--- src/sv/assert_macros.svh ---
// ----------------------------------------------------------------------------
// Assertion macros
// Shared concurrent assertion forms, clocked on clock and disabled in reset.
// ----------------------------------------------------------------------------
`ifndef ASSERT_MACROS_SVH
`define ASSERT_MACROS_SVH

// The property must hold at every clock edge.
`define ASSERT_ALWAYS(lbl, prop, msg) \
   lbl: assert property (@(posedge clock) disable iff (reset) (prop)) else $error(msg);

// The consequent must hold in the cycle after the antecedent.
`define ASSERT_NEXT(lbl, pre, post, msg) \
   lbl: assert property (@(posedge clock) disable iff (reset) (pre) |=> (post)) else $error(msg);

`endif

--- src/sv/mvi_pkg.sv ---
// ----------------------------------------------------------------------------
// Mesh vertex indexer package
// Sizes, vertex type, merge result type and float compare functions.
// ----------------------------------------------------------------------------
`timescale 1ns / 1ps

package mvi_pkg;

   localparam int TABLE_DEPTH = 1024;
   localparam int ADDR_W      = $clog2(TABLE_DEPTH);
   localparam int CNT_W       = $clog2(TABLE_DEPTH + 1);
   localparam int IDX_W       = 10;
   localparam int FACE_W      = 16;
   localparam logic [FACE_W-1:0] FACE_MAX = '1;

   typedef struct packed {
      logic [31:0] x;
      logic [31:0] y;
      logic [31:0] z;
   } vertex_type;

   typedef struct packed {
      logic [2:0]             added;
      logic                   full;
      logic [2:0][ADDR_W-1:0] idx;
      logic [CNT_W-1:0]       count;
   } merge_type;

   function automatic logic is_nan(logic [31:0] v);
      return (v[30:23] == 8'hff) && (v[22:0] != 23'd0);
   endfunction

   function automatic logic coord_eq(logic [31:0] a, logic [31:0] b);
      logic r;
      if (is_nan(a) || is_nan(b)) begin
         r = 1'b0;
      end else if (((a | b) & 32'h7fff_ffff) == 32'd0) begin
         r = 1'b1;
      end else begin
         r = (a == b);
      end
      return r;
   endfunction

   function automatic logic vtx_eq(vertex_type a, vertex_type b);
      return coord_eq(a.x, b.x) && coord_eq(a.y, b.y) && coord_eq(a.z, b.z);
   endfunction

   function automatic logic [IDX_W-1:0] to_idx(logic [ADDR_W-1:0] v);
      return IDX_W'(v);
   endfunction

endpackage

--- src/sv/mvi_lane.sv ---
// ----------------------------------------------------------------------------
// Mesh vertex indexer lane
// Holds one vertex and records the first table entry that matches it.
// ----------------------------------------------------------------------------
`timescale 1ns / 1ps
`include "assert_macros.svh"

module mvi_lane (
   input  logic                       clock,
   input  logic                       reset,
   input  logic                       start,
   input  mvi_pkg::vertex_type        vtx_in,
   input  logic                       rd_vld,
   input  mvi_pkg::vertex_type        rd_data,
   input  logic [mvi_pkg::ADDR_W-1:0] rd_addr,
   output mvi_pkg::vertex_type        vtx,
   output logic                       hit,
   output logic [mvi_pkg::ADDR_W-1:0] hit_idx
);
   import mvi_pkg::*;

   vertex_type        vtx_ff;
   logic              hit_ff;
   logic              hit_in;
   logic [ADDR_W-1:0] idx_ff;
   logic [ADDR_W-1:0] idx_in;

   always_comb begin
      hit_in = hit_ff;
      idx_in = idx_ff;
      if (start) begin
         hit_in = 1'b0;
      end else if (rd_vld && !hit_ff && vtx_eq(vtx_ff, rd_data)) begin
         hit_in = 1'b1;
         idx_in = rd_addr;
      end
   end

   always_ff @(posedge clock) begin
      if (reset) begin
         hit_ff <= 1'b0;
      end else begin
         hit_ff <= hit_in;
      end
      idx_ff <= idx_in;
      if (start) begin
         vtx_ff <= vtx_in;
      end
   end

   assign vtx     = vtx_ff;
   assign hit     = hit_ff;
   assign hit_idx = idx_ff;

   `ASSERT_NEXT(a_hit_found, !start && rd_vld && vtx_eq(vtx_ff, rd_data), hit_ff, "lane missed a match")
   `ASSERT_NEXT(a_hit_keeps, !start && hit_ff, $stable(idx_ff), "lane match index moved")

endmodule

--- config.mk ---
export PLATFORM = sky130hd
export DESIGN_NAME = mvi_lane
export DESIGN_NICKNAME = d
export VERILOG_FILES = /design/src/sv/mvi_pkg.sv /design/src/sv/mvi_lane.sv
export VERILOG_INCLUDE_DIRS = /design/src /design/src/sv
export SDC_FILE = /design/constraint.sdc
export NUM_CORES = 1
export LEC_CHECK = 0
export BUFFER_PORTS_ARGS = -buffer_cell sky130_fd_sc_hd__buf_2
export CAP_MARGIN = 5
export CORE_AREA = 2 2 120 122
export DETAILED_ROUTE_END_ITERATION = 10
export DIE_AREA = 0 0 122 124
export PLACE_DENSITY = 0.77
export SYNTH_ARGS = -nofsm -noshare
export SYNTH_HDL_FRONTEND = slang
export SYNTH_SLANG_ARGS = --single-unit
--- constraint.sdc ---
create_clock -name clock -period 4.4 [get_ports clock]
set_input_delay 0.66 -clock clock [delete_from_list [all_inputs] [get_ports clock]]
set_output_delay 0.66 -clock clock [all_outputs]
set_load 0.01 [all_outputs]
; Word-level counts from Yosys, hierarchy flattened
; Cells that the tools add are included.
[classes]
eq_ne = 9
mux = 9
n_bitwise = 4
reduce_logical = 25
[op_table]
columns = op, n
row1 = $reduce_bool 23->1, 6
row2 = $eq 32x32->1, 3
row3 = $logic_not 32->1, 3
row4 = $or 31x31->31, 3
row5 = $eq 8x8->1 const B, 6
row6 = $logic_and 1x1->1, 10
row7 = $mux 1, 9
row8 = $logic_or 1x1->1, 3
row9 = $reduce_and 2->1, 1
row10 = $reduce_or 2->1, 1
row11 = $logic_not 1->1, 1
row12 = $not 1->1, 1
[word_totals]
regBits = 107
output_inout_bits = 107
elab_cells = 52

; Depth between registers and ports, before layout
[depth]
depth_word = 9
ltp_mapped = 7
depth_no_buf = 7

; Worst setup path after synthesis
; No wires, ideal clock.
[synth_path]
path_kind = input-to-reg
start = in rd_data[33] in the netlist's numbering
end = reg idx_ff[0], in the netlist hit_idx[0], enable pin
arrival_ps = 2459
required_time_ps = 4056
setup_slack_ps = 1597
stages = 7
cell_sequence = inv_1 > ha_1 > nor4_2 > nand4_1 > or3_1 > a222oi_1 > and4b_1
[synth_between]
elab_chain_len = 9
elab_cells_between_ends = 13
[synth_rtl]
columns = element, line_no
row1 = start: declaration, mvi_lane.sv:14  ; input mvi_pkg::vertex_type rd_data,
row2 = $or 31x31->31 / $reduce_bool 23->1 (equally long branches), "mvi_pkg.sv:37, mvi_pkg.sv:30"
row3 = $logic_not 32->1 / $logic_and 1x1->1 (equally long branches), "mvi_pkg.sv:37, mvi_pkg.sv:30"
row4 = $mux 1 / $logic_or 1x1->1 (equally long branches), "mvi_pkg.sv:37, mvi_pkg.sv:35"
row5 = $mux 1 (*), mvi_pkg.sv:35  ; if (is_nan(a) || is_nan(b)) begin
row6 = $mux 1 (*), mvi_lane.sv:31  ; if (start) begin
row7 = $logic_and 1x1->1 (*) (2 in series), mvi_pkg.sv:46  ; return coord_eq(a.x, b.x) && coord_eq(a.y, b.y) && coord_eq(a.z, b.z);
row8 = $logic_and 1x1->1 (*), mvi_lane.sv:33  ; end else if (rd_vld && !hit_ff && vtx_eq(vtx_ff, rd_data)) begin
row9 = $reduce_and 2->1 (no line) (*), -
row10 = end signal: assignment, mvi_lane.sv:45  ; idx_ff <= idx_in;
row11 = end: declaration, mvi_lane.sv:25  ; logic [ADDR_W-1:0] idx_ff;
; Every way passes the cells marked *; elsewhere a longest branch is shown, timed or not. The select of a mux whose other input is x is not followed.
; A chain may end at the register's enable or synchronous reset.

; Worst setup path in the final report
[layout_path]
start = in rd_data[36] in the netlist's numbering
end = reg idx_ff[3], in the netlist hit_idx[3], enable pin
; The elaborated chain is that of the path after synthesis.

==> flow_metrics.tcl <==
set metrics [dict create \
    outcome "finished clean" \
    hold_buffers 0 \
    synth_compound_area_share_pct 1.103 \
    drtPass1Iterations 5 \
    cp.required_ps 4380 \
    powerDensity_mw_per_mm2 305.6 \
    crit_type "input port to flop" \
    port_buffers 312 \
    leakage_nw 4.223 \
    drv_cap 0 \
    fill_cells 1189 \
    die_w_um 122 \
    stdcell_area_sq_mm 0.008102 \
    fmax_mhz 324.0 \
    avgRoutedWirePerCell_um 16.46 \
    cts-htree-levels 3 \
    cp_max_fo 10 \
    synthSimpleGateAreaFrac_pct 14.18 \
    grt_pass1_vias 5085 \
    peakVddDrop_mv 0.1985 \
    first_iter_violations 220 \
    cts.path.max_buffers 2 \
    drc 0 \
    grt_use_total_pct 22.01 \
    synth_area_sq_mm 0.006010 \
    slew_headroom_pct 45.07 \
    synth_top_family_by_area "adder cells" \
    synth_fa_ha_area_share_pct 19.36 \
    drive_gt1_share_pct 38.25 \
    worst_setup_path_start_kind "input port" \
    num_rows 43 \
    ys_types 19 \
    drv_slew 0 \
    skew_ps 9.518 \
    clk_pin_slew_ps 70 \
    num_antenna_cells 0 \
    grt_max_degree 66 \
    clock-sinks 107 \
    cts-root-buf "clkbuf_16" \
    area_growth_pct 34.81 \
    grt_pass1_wl_mm 24.94 \
    drt-total-wl_mm 17.25 \
    synthMuxAreaShare_pct 0 \
    fp.dieH_um 124 \
    mostFrequentLayoutCell "buf_2" \
    synthXorXnorAreaFrac_pct 0.4372 \
    dieArea_sq_mm 0.01513 \
    cts_tree "yes" \
    hpwl_mm 14.75 \
    overflow 0 \
    synth_cells 539 \
    fin_cells 1048 \
    via_per_inst 4.939 \
    utilization_pct 59.05 \
    cts_resized 0 \
    worst_pin_slew_ps 824.0 \
    final_cell_mix "buf_2, inv_1, edfxtp_1, ha_1, nor4_1" \
    layout.nets 1162 \
    rsz0062_at_grt "false" \
    ys_ff_latch 107 \
    ios 313 \
    antenna_found_initial 0 \
    syn_avg_cell_area_sq_um 11.15 \
    gp_congestion 0.9325 \
    start_util_pct 43.80 \
    hold_viol 0 \
    hold_path_class "input port to flop" \
    cts_buffers 9 \
    coreArea_sq_mm 0.01372 \
    yosysWarnings 0 \
    clkLatencyLatePin_ps 340 \
    place_area_sq_mm 0.007806 \
    antenna_left 0 \
    dp_cells 1032 \
    synthesis.nets 838 \
    post_cts_buffers 0 \
    finalCritPeriodShare_pct 70.15 \
    arrival_ps 3070 \
    num_vias 5176 \
    min_period_ps 3087 \
    ys_seq_area_share_pct 53.30 \
    fin_setup_tns_ps 0 \
    setup_viol 0 \
    crit_path_end_kind "flop" \
]
sequential cells by signal, summed over array words and instances, names as in the netlist:
register  count
hit_idx      10
vtx          96
hit           1
critical path, cell delays in order:
cell and delay (ps):
buf_2 110, inv_1 50, ha_1 290, nor4_2 390, nand4_1 170, or3_1 400
a222oi_1 440, and4b_1 540
routing by layer:
layer	track usage [%]	share of wire, %	up-vias
met3	3.892	6.0	30
met2	40.75	52	209
met4	8.980	2.6	0
met1	25.07	39	2405
met5	0	0	-
li1	-	-	2532
metrics by stage:
| stage | worst slack (ps) | hold WS, ps | power, mW |
|---|---|---|---|
| 3_3_place_gp | 933.2 | 478.0 | 1.689 |
| 6_report | 1313 | 487.8 | 2.476 |
| 4_1_cts | 1284 | 471.9 | 2.500 |
| 3_5_place_dp | 928.8 | 482.7 | 1.702 |
| 5_1_grt | 1192 | 471.2 | 2.595 |
| 2_1_floorplan | 1597 | 524.3 | 1.447 |
synthesized netlist by cell type:
master    count  area (sq um)
nor4_2        4         50.05
edfxtp_1    106          3183
nand4_1      42         262.8
o21a_1        6         45.04
nor3_1       10         50.05
nor4b_1       1         8.760
nor4_1       55         344.1
xnor2_1       3         26.28
dfxtp_1       1         20.02
a222oi_1      1         10.01
ha_1         93          1164
and4b_1       1         10.01
a32o_2        1         11.26
nand2_1      12         45.04
nand3_1       6         30.03
nand2b_1      1         6.260
inv_1       186         698.2
or3_1         3         18.77
nor2_1        7         26.28
cells by family (layout without fill, tap and decap cells):
logic type | Yosys count | count (layout)
AO/OA/AOI/OAI | 8 | 8
AND/OR/NAND/NOR | 142 | 142
flip-flops | 107 | 107
XOR/XNOR | 3 | 3
buffers and inverters | 186 | 515
adder cells (fa/ha/maj) | 93 | 93
area by class of cell:
| class | count | area, sq um | area share [%] |
|---|---|---|---|
| inverter | 186 | 698.2 | 8.618 |
| clock inverter | 5 | 62.56 | 0.7722 |
| multi-input combinational | 246 | 2108 | 26.02 |
| tap | 180 | 225.2 | 2.780 |
| sequential | 107 | 3203 | 39.54 |
| clock buffer | 11 | 232.7 | 2.873 |
| timing repair buffer | 313 | 1572 | 19.40 |
power breakdown:
part	leakage, nW	switching, mW	total (mW)	internal (mW)
clock network	0.136	0.353	0.798	0.445
registers	1.04	0.0617	1.27	1.21
logic	3.05	0.222	0.411	0.190
total	4.22	0.636	2.48	1.84
path summary, 6_finish.rpt:
path                endpoint        start  cells after the start  slack, ps
setup / recovery  hit_idx[3]  rd_data[36]                      8       1310
hold / removal       vtx[11]   vtx_in[11]                      1        490
setup reg to reg  hit_idx[3]      vtx[37]                      7       1340
hold reg to reg          hit          hit                      1        500
Note: power is estimated with default switching activity, not from simulation.
