===== src/sv/assert_macros.svh =====
// ----------------------------------------------------------------------------
// Assertion macros
// Shared concurrent assertion forms, clocked on clock and disabled in reset.
// ----------------------------------------------------------------------------
`ifndef ASSERT_MACROS_SVH
`define ASSERT_MACROS_SVH

// The property must hold at every clock edge.
`define ASSERT_ALWAYS(lbl, prop, msg) \
   lbl: assert property (@(posedge clock) disable iff (reset) (prop)) else $error(msg);

// The consequent must hold in the cycle after the antecedent.
`define ASSERT_NEXT(lbl, pre, post, msg) \
   lbl: assert property (@(posedge clock) disable iff (reset) (pre) |=> (post)) else $error(msg);

`endif


===== src/sv/mvi_pkg.sv =====
// ----------------------------------------------------------------------------
// Mesh vertex indexer package
// Sizes, vertex type, merge result type and float compare functions.
// ----------------------------------------------------------------------------
`timescale 1ns / 1ps

package mvi_pkg;

   localparam int TABLE_DEPTH = 1024;
   localparam int ADDR_W      = $clog2(TABLE_DEPTH);
   localparam int CNT_W       = $clog2(TABLE_DEPTH + 1);
   localparam int IDX_W       = 10;
   localparam int FACE_W      = 16;
   localparam logic [FACE_W-1:0] FACE_MAX = '1;

   typedef struct packed {
      logic [31:0] x;
      logic [31:0] y;
      logic [31:0] z;
   } vertex_type;

   typedef struct packed {
      logic [2:0]             added;
      logic                   full;
      logic [2:0][ADDR_W-1:0] idx;
      logic [CNT_W-1:0]       count;
   } merge_type;

   function automatic logic is_nan(logic [31:0] v);
      return (v[30:23] == 8'hff) && (v[22:0] != 23'd0);
   endfunction

   function automatic logic coord_eq(logic [31:0] a, logic [31:0] b);
      logic r;
      if (is_nan(a) || is_nan(b)) begin
         r = 1'b0;
      end else if (((a | b) & 32'h7fff_ffff) == 32'd0) begin
         r = 1'b1;
      end else begin
         r = (a == b);
      end
      return r;
   endfunction

   function automatic logic vtx_eq(vertex_type a, vertex_type b);
      return coord_eq(a.x, b.x) && coord_eq(a.y, b.y) && coord_eq(a.z, b.z);
   endfunction

   function automatic logic [IDX_W-1:0] to_idx(logic [ADDR_W-1:0] v);
      return IDX_W'(v);
   endfunction

endpackage


===== src/sv/mvi_merge.sv =====
// ----------------------------------------------------------------------------
// Mesh vertex indexer merge
// Combines the lane matches into final indices and assigns new entries.
// ----------------------------------------------------------------------------
`timescale 1ns / 1ps

module mvi_merge (
   input  logic [2:0]                      hit,
   input  logic [2:0][mvi_pkg::ADDR_W-1:0] hit_idx,
   input  mvi_pkg::vertex_type [2:0]       vtx,
   input  logic [mvi_pkg::CNT_W-1:0]       count,
   output mvi_pkg::merge_type              res
);
   import mvi_pkg::*;

   localparam logic [CNT_W-1:0] DEPTH_C = CNT_W'(TABLE_DEPTH);

   logic [CNT_W-1:0] n;

   // A vertex that misses the table may still equal a vertex appended
   // earlier in the same triangle; the earliest such append wins.
   always_comb begin
      n   = count;
      res = '0;
      if (hit[0]) begin
         res.idx[0] = hit_idx[0];
      end else if (n < DEPTH_C) begin
         res.idx[0]   = ADDR_W'(n);
         res.added[0] = 1'b1;
         n            = n + CNT_W'(1);
      end else begin
         res.full = 1'b1;
      end
      if (hit[1]) begin
         res.idx[1] = hit_idx[1];
      end else if (res.added[0] && vtx_eq(vtx[1], vtx[0])) begin
         res.idx[1] = res.idx[0];
      end else if (n < DEPTH_C) begin
         res.idx[1]   = ADDR_W'(n);
         res.added[1] = 1'b1;
         n            = n + CNT_W'(1);
      end else begin
         res.full = 1'b1;
      end
      if (hit[2]) begin
         res.idx[2] = hit_idx[2];
      end else if (res.added[0] && vtx_eq(vtx[2], vtx[0])) begin
         res.idx[2] = res.idx[0];
      end else if (res.added[1] && vtx_eq(vtx[2], vtx[1])) begin
         res.idx[2] = res.idx[1];
      end else if (n < DEPTH_C) begin
         res.idx[2]   = ADDR_W'(n);
         res.added[2] = 1'b1;
         n            = n + CNT_W'(1);
      end else begin
         res.full = 1'b1;
      end
      res.count = n;
   end

endmodule


===== config.mk =====
export PLATFORM = sky130hd
export DESIGN_NAME = mvi_merge
export DESIGN_NICKNAME = d
export VERILOG_FILES = /design/src/sv/assert_macros.svh /design/src/sv/mvi_pkg.sv /design/src/sv/mvi_merge.sv
export SDC_FILE = /design/constraint.sdc
export NUM_CORES = 1
export LEC_CHECK = 0
export BUFFER_PORTS_ARGS = -buffer_cell sky130_fd_sc_hd__buf_2
export CAP_MARGIN = 20
export CORE_AREA = 8 8 140 142
export DETAILED_ROUTE_END_ITERATION = 8
export DIE_AREA = 0 0 148 150
export PLACE_DENSITY = 0.88
export SLEW_MARGIN = 10
export SYNTH_ARGS = -nofsm -noshare
export SYNTH_HDL_FRONTEND = slang
export SYNTH_SLANG_ARGS = --single-unit

===== constraint.sdc =====
create_clock -name vclk -period 11.2
set_input_delay 1.12 -clock vclk [all_inputs]
set_output_delay 1.12 -clock vclk [all_outputs]
set_load 0.01 [all_outputs]

# ---- Word-level counts from Yosys, hierarchy flattened
# Cells that the tools add are included.
dict set report totals {
  input_bits 332
  ff_bits 0
}
dict set report op_classes {
  n_mux 65
  n_eq_ne 18
  bitwise 9
  order_cmp 3
  n_addsub 3
  n_reduce_logical 45
}
# cell n
set ops {}
lappend ops {{32-bit equality test} 9}
lappend ops {{32-bit logical NOT} 9}
lappend ops {{31-bit bitwise OR} 9}
lappend ops {{23-bit nonzero test} 9}
lappend ops {{11-bit 2-to-1 mux} 9}
lappend ops {{10-bit 2-to-1 mux} 9}
lappend ops {{8-bit equality test (second input constant)} 9}
lappend ops {{1-bit 2-to-1 mux} 46}
lappend ops {{11-bit by 1-bit adder with 11-bit output (second input constant)} 3}
lappend ops {{11-bit less-than comparator (second input constant)} 3}
lappend ops {{1-bit logical AND} 18}
lappend ops {{1-bit logical OR} 9}
lappend ops {{2-bit 2-to-1 mux} 1}

# ---- Logic depth before layout (Yosys ltp)
dict set report depth {
  word_depth 16
  depth_mapped 13
  ltp_nobuf 13
}

# ---- Least setup slack after synthesis
# Ideal clock, no wire load.
dict set report synth_timing {
  kind {input to output}
  start {input vtx[65] (netlist bit)}
  end {output res[10] (netlist bit)}
  arrival_ps 4261
  path_stages 12
  n_path_buf 1
  path_slack_ps 5819
  cell_sequence {inv_1 > ha_1 > nor4_1 > nand4_1 > or3_1 > a222oi_1 > and3_1 > buf_2 > nor4_1 > or3_4 > or3_1 > o31ai_2}
}
# item line_no
set synth_rtl {}
lappend synth_rtl {{start, declared} mvi_merge.sv:10} ;# input mvi_pkg::vertex_type [2:0] vtx,
lappend synth_rtl {{end, declared} mvi_merge.sv:12} ;# output mvi_pkg::merge_type res

==> flow_results.xml <==
<?xml version="1.0" encoding="UTF-8"?>
<metrics>
  <group name="logic_synthesis">
    <metric name="ys_warn_count" unit="">0</metric>
    <metric name="synth.yosys.seq_area_share" unit="">0</metric>
    <metric name="synth_common_cells" unit="">sky130_fd_sc_hd__inv_1, sky130_fd_sc_hd__ha_1, sky130_fd_sc_hd__nor4_1</metric>
    <metric name="synthDistinctLibCells" unit="">59</metric>
    <metric name="syn_inst" unit="">1129</metric>
    <metric name="synth_area_leader_cell" unit="">sky130_fd_sc_hd__ha_1</metric>
    <metric name="mappedNetlistNets" unit="">1745</metric>
    <metric name="post-synth-top-count-cell" unit="">sky130_fd_sc_hd__inv_1</metric>
    <metric name="syn-cell-area" unit="um^2">8120</metric>
    <metric name="synth_top_cell_area_share" unit="">0.437</metric>
    <metric name="synth.top_cells.by_area" unit="">sky130_fd_sc_hd__ha_1, sky130_fd_sc_hd__inv_1, sky130_fd_sc_hd__nor4_1</metric>
    <metric name="syn-mean-instance-area" unit="um^2">7.19</metric>
  </group>
  <group name="worst_setup_path">
    <metric name="worst_path_max_delay_cell" unit="">sky130_fd_sc_hd__a222oi_1</metric>
    <metric name="setup.worst_path.class" unit="">input pin to output pin</metric>
    <metric name="worst_setup_path_end_kind" unit="">output pin</metric>
    <metric name="critical_path.top_delay_family" unit="">simple AND/OR/NAND/NOR gates</metric>
    <metric name="worstSetupStartpointType" unit="">input pin</metric>
    <metric name="cp_cell_sequence" unit="">buf_2 -&gt; inv_1 -&gt; ha_1 -&gt; nor4_1 -&gt; nand4_1 -&gt; or3_1 -&gt; a222oi_1 -&gt; and3_1 -&gt; nor4_1 -&gt; or3_4 -&gt; or3_1 -&gt; o31ai_2 -&gt; buf_2</metric>
    <metric name="setup.worst_path.start" unit="">vtx[69]</metric>
    <metric name="worst-endpoint-arrival" unit="ns">5.30</metric>
    <metric name="critPathMaxStageDelay" unit="ns">0.80</metric>
    <metric name="timing.critical_path.buf_inv" unit="">3</metric>
    <metric name="critPathRequiredTime" unit="ns">10.08</metric>
    <metric name="critical_path_peak_fanout" unit="">11</metric>
  </group>
  <group name="pwr">
    <metric name="max-vdd-ir-drop" unit="uV">14.8</metric>
    <metric name="power_density" unit="nW/um^2">32.3</metric>
    <metric name="power.share.switching" unit="">0.589</metric>
    <metric name="sequentialPowerShare" unit="">0</metric>
    <metric name="leakage" unit="uW">0.00592</metric>
    <metric name="combPwrFrac" unit="">1.000</metric>
    <metric name="p_switching" unit="uW">195</metric>
    <metric name="clock_power_share" unit="">0</metric>
    <metric name="p_int" unit="uW">136</metric>
  </group>
  <group name="place">
    <metric name="pre_cts_ws" unit="ns">4.85</metric>
    <metric name="dpl.hpwl" unit="mm">34.8</metric>
    <metric name="gpl.final_weighted_congestion" unit="">1.04</metric>
    <metric name="port_buffers" unit="">377</metric>
  </group>
  <group name="drt">
    <metric name="drt-wirelength-per-cell" unit="um">21.7</metric>
    <metric name="route.vias.total" unit="">10200</metric>
    <metric name="drt_iter0_drc" unit="">695</metric>
    <metric name="drt_drc_violations_left" unit="">0</metric>
    <metric name="antenna_left" unit="">0</metric>
    <metric name="drt_pre_antenna_iters" unit="">6</metric>
    <metric name="detail_route.wirelength" unit="mm">37.4</metric>
    <metric name="via_per_inst" unit="">5.91</metric>
  </group>
  <group name="hold_path">
    <metric name="min-delay-path-class" unit="">input pin to output pin</metric>
    <metric name="worstHoldStart" unit="">hit_idx[10]</metric>
  </group>
  <group name="timing">
    <metric name="period_utilization" unit="">0.573</metric>
    <metric name="grt_setup_unrepaired" unit="">no</metric>
    <metric name="postLayoutSetupSlackWorst" unit="ns">4.78</metric>
    <metric name="setup_viol" unit="">0</metric>
    <metric name="hold_viol" unit="">0</metric>
    <metric name="worstMarginPinSlew" unit="ns">0.857</metric>
    <metric name="final_report_max_slew_violation_count" unit="">0</metric>
    <metric name="final.min_clock_period" unit="ns">6.42</metric>
    <metric name="relSlewSlack" unit="">0.428</metric>
    <metric name="setup_tns" unit="ns">0</metric>
    <metric name="hold_slack" unit="ns">2.54</metric>
    <metric name="achievable-frequency" unit="MHz">156</metric>
  </group>
  <group name="die">
    <metric name="die_area" unit="um^2">22200</metric>
    <metric name="floorplan.initialDensity" unit="">0.463</metric>
    <metric name="die_w" unit="um">148</metric>
    <metric name="core-area" unit="um^2">17500</metric>
    <metric name="die_y" unit="um">150</metric>
    <metric name="fp-row-count" unit="">49</metric>
    <metric name="floorplan.io_pins" unit="">377</metric>
  </group>
  <group name="layout">
    <metric name="finish.net_count" unit="">2111</metric>
    <metric name="final_core_utilization" unit="">0.585</metric>
    <metric name="filler_cell_count" unit="">1748</metric>
    <metric name="sequential_cell_total" unit="">0</metric>
    <metric name="area_of_the_multi_input_gates" unit="um^2">6970</metric>
    <metric name="clkbuf_count" unit="">0</metric>
    <metric name="layout-drive-gt1-share" unit="">0.275</metric>
    <metric name="register_area" unit="um^2">0</metric>
    <metric name="area_growth_syn_to_layout" unit="%">26.2</metric>
  </group>
  <group name="clocking">
    <metric name="post_cts_resize_count" unit="">0</metric>
    <metric name="cts-hold-fix-buffers" unit="">0</metric>
    <metric name="postCtsSetupBuffers" unit="">0</metric>
  </group>
  <group name="global_route">
    <metric name="grt_max_degree" unit="">21</metric>
    <metric name="antenna_found_initial" unit="">5</metric>
    <metric name="first_pass_grt_wire_length" unit="mm">56.1</metric>
    <metric name="first_global_vias" unit="">10700</metric>
    <metric name="track_usage" unit="">0.319</metric>
    <metric name="globalRouteOverflowTotal" unit="">0</metric>
  </group>
  <group name="run">
    <metric name="cap_viol_max_count" unit="">0</metric>
  </group>
  <group name="run_status">
    <metric name="status" unit="">complete, no violations</metric>
  </group>
</metrics>
[metrics by stage]
step	instances	cell area [um^2]	power, uW
5_1_grt	1728	10300	369
6_report	1728	10300	331
3_5_place_dp	1722	10200	325
2_1_floorplan	1129	8120	167
4_1_cts	1722	10200	327
3_3_place_gp	1722	10200	323
[path summary, 6_finish.rpt]
path	depth (start not counted)	slack, ns	end
worst max-delay path	13	4.78	res[10]
worst min-delay path	4	2.54	res[21]
[cells in the final DEF (no fill, tap or decap), types with 18 or more instances in the layout]
cell,count
sky130_fd_sc_hd__nor2_1,21
sky130_fd_sc_hd__ha_1,284
sky130_fd_sc_hd__nand2_1,66
sky130_fd_sc_hd__nand4_1,104
sky130_fd_sc_hd__inv_1,290
sky130_fd_sc_hd__nand3_1,29
sky130_fd_sc_hd__a21oi_1,18
sky130_fd_sc_hd__xnor2_1,22
sky130_fd_sc_hd__buf_2,377
sky130_fd_sc_hd__nor3_1,24
sky130_fd_sc_hd__nor4_1,129
[cell type report]
| cell class | count | share of cell area |
|---|---|---|
| multi-input cells | 824 | 0.680 |
| diodes | 6 | 0.00146 |
| repair buffers | 377 | 0.184 |
| well taps | 229 | 0.0279 |
| inverters | 292 | 0.107 |
[power by group through the flow]
stage / clock network, uW / logic (uW) / registers (uW)
after floorplan: 0 / 167 / 0
after global placement: 0 / 323 / 0
after detailed placement: 0 / 325 / 0
after CTS: 0 / 327 / 0
after global routing: 0.0000718 / 369 / 0
final: 0.0000718 / 331 / 0
[routing by layer]
metal	track usage	vias up	wire length (um)
met5	0	-	0
met4	0.167	0	2120
met3	0.0496	133	3130
met2	0.568	603	18100
met1	0.361	4665	14100
li1	-	4819	-
[tightest hold or removal path, cell delays in order]
cell	delay, ns
sky130_fd_sc_hd__buf_2	0.07
sky130_fd_sc_hd__nand2_1	0.04
sky130_fd_sc_hd__o21ai_0	0.06
sky130_fd_sc_hd__buf_2	0.13
[logic make-up (layout without fill, tap and decap cells)]
family | Yosys count | count (layout) | share of synthesized area
simple gates | 420 | 420 | 0.298
buf+inv | 305 | 669 | 0.142
fa+ha+maj | 284 | 284 | 0.437
compound gates | 70 | 70 | 0.0622
xor+xnor | 30 | 30 | 0.0333
mux | 20 | 20 | 0.0265
other cells | 0 | 6 | 0
Power figures use the tool's default switching activity.
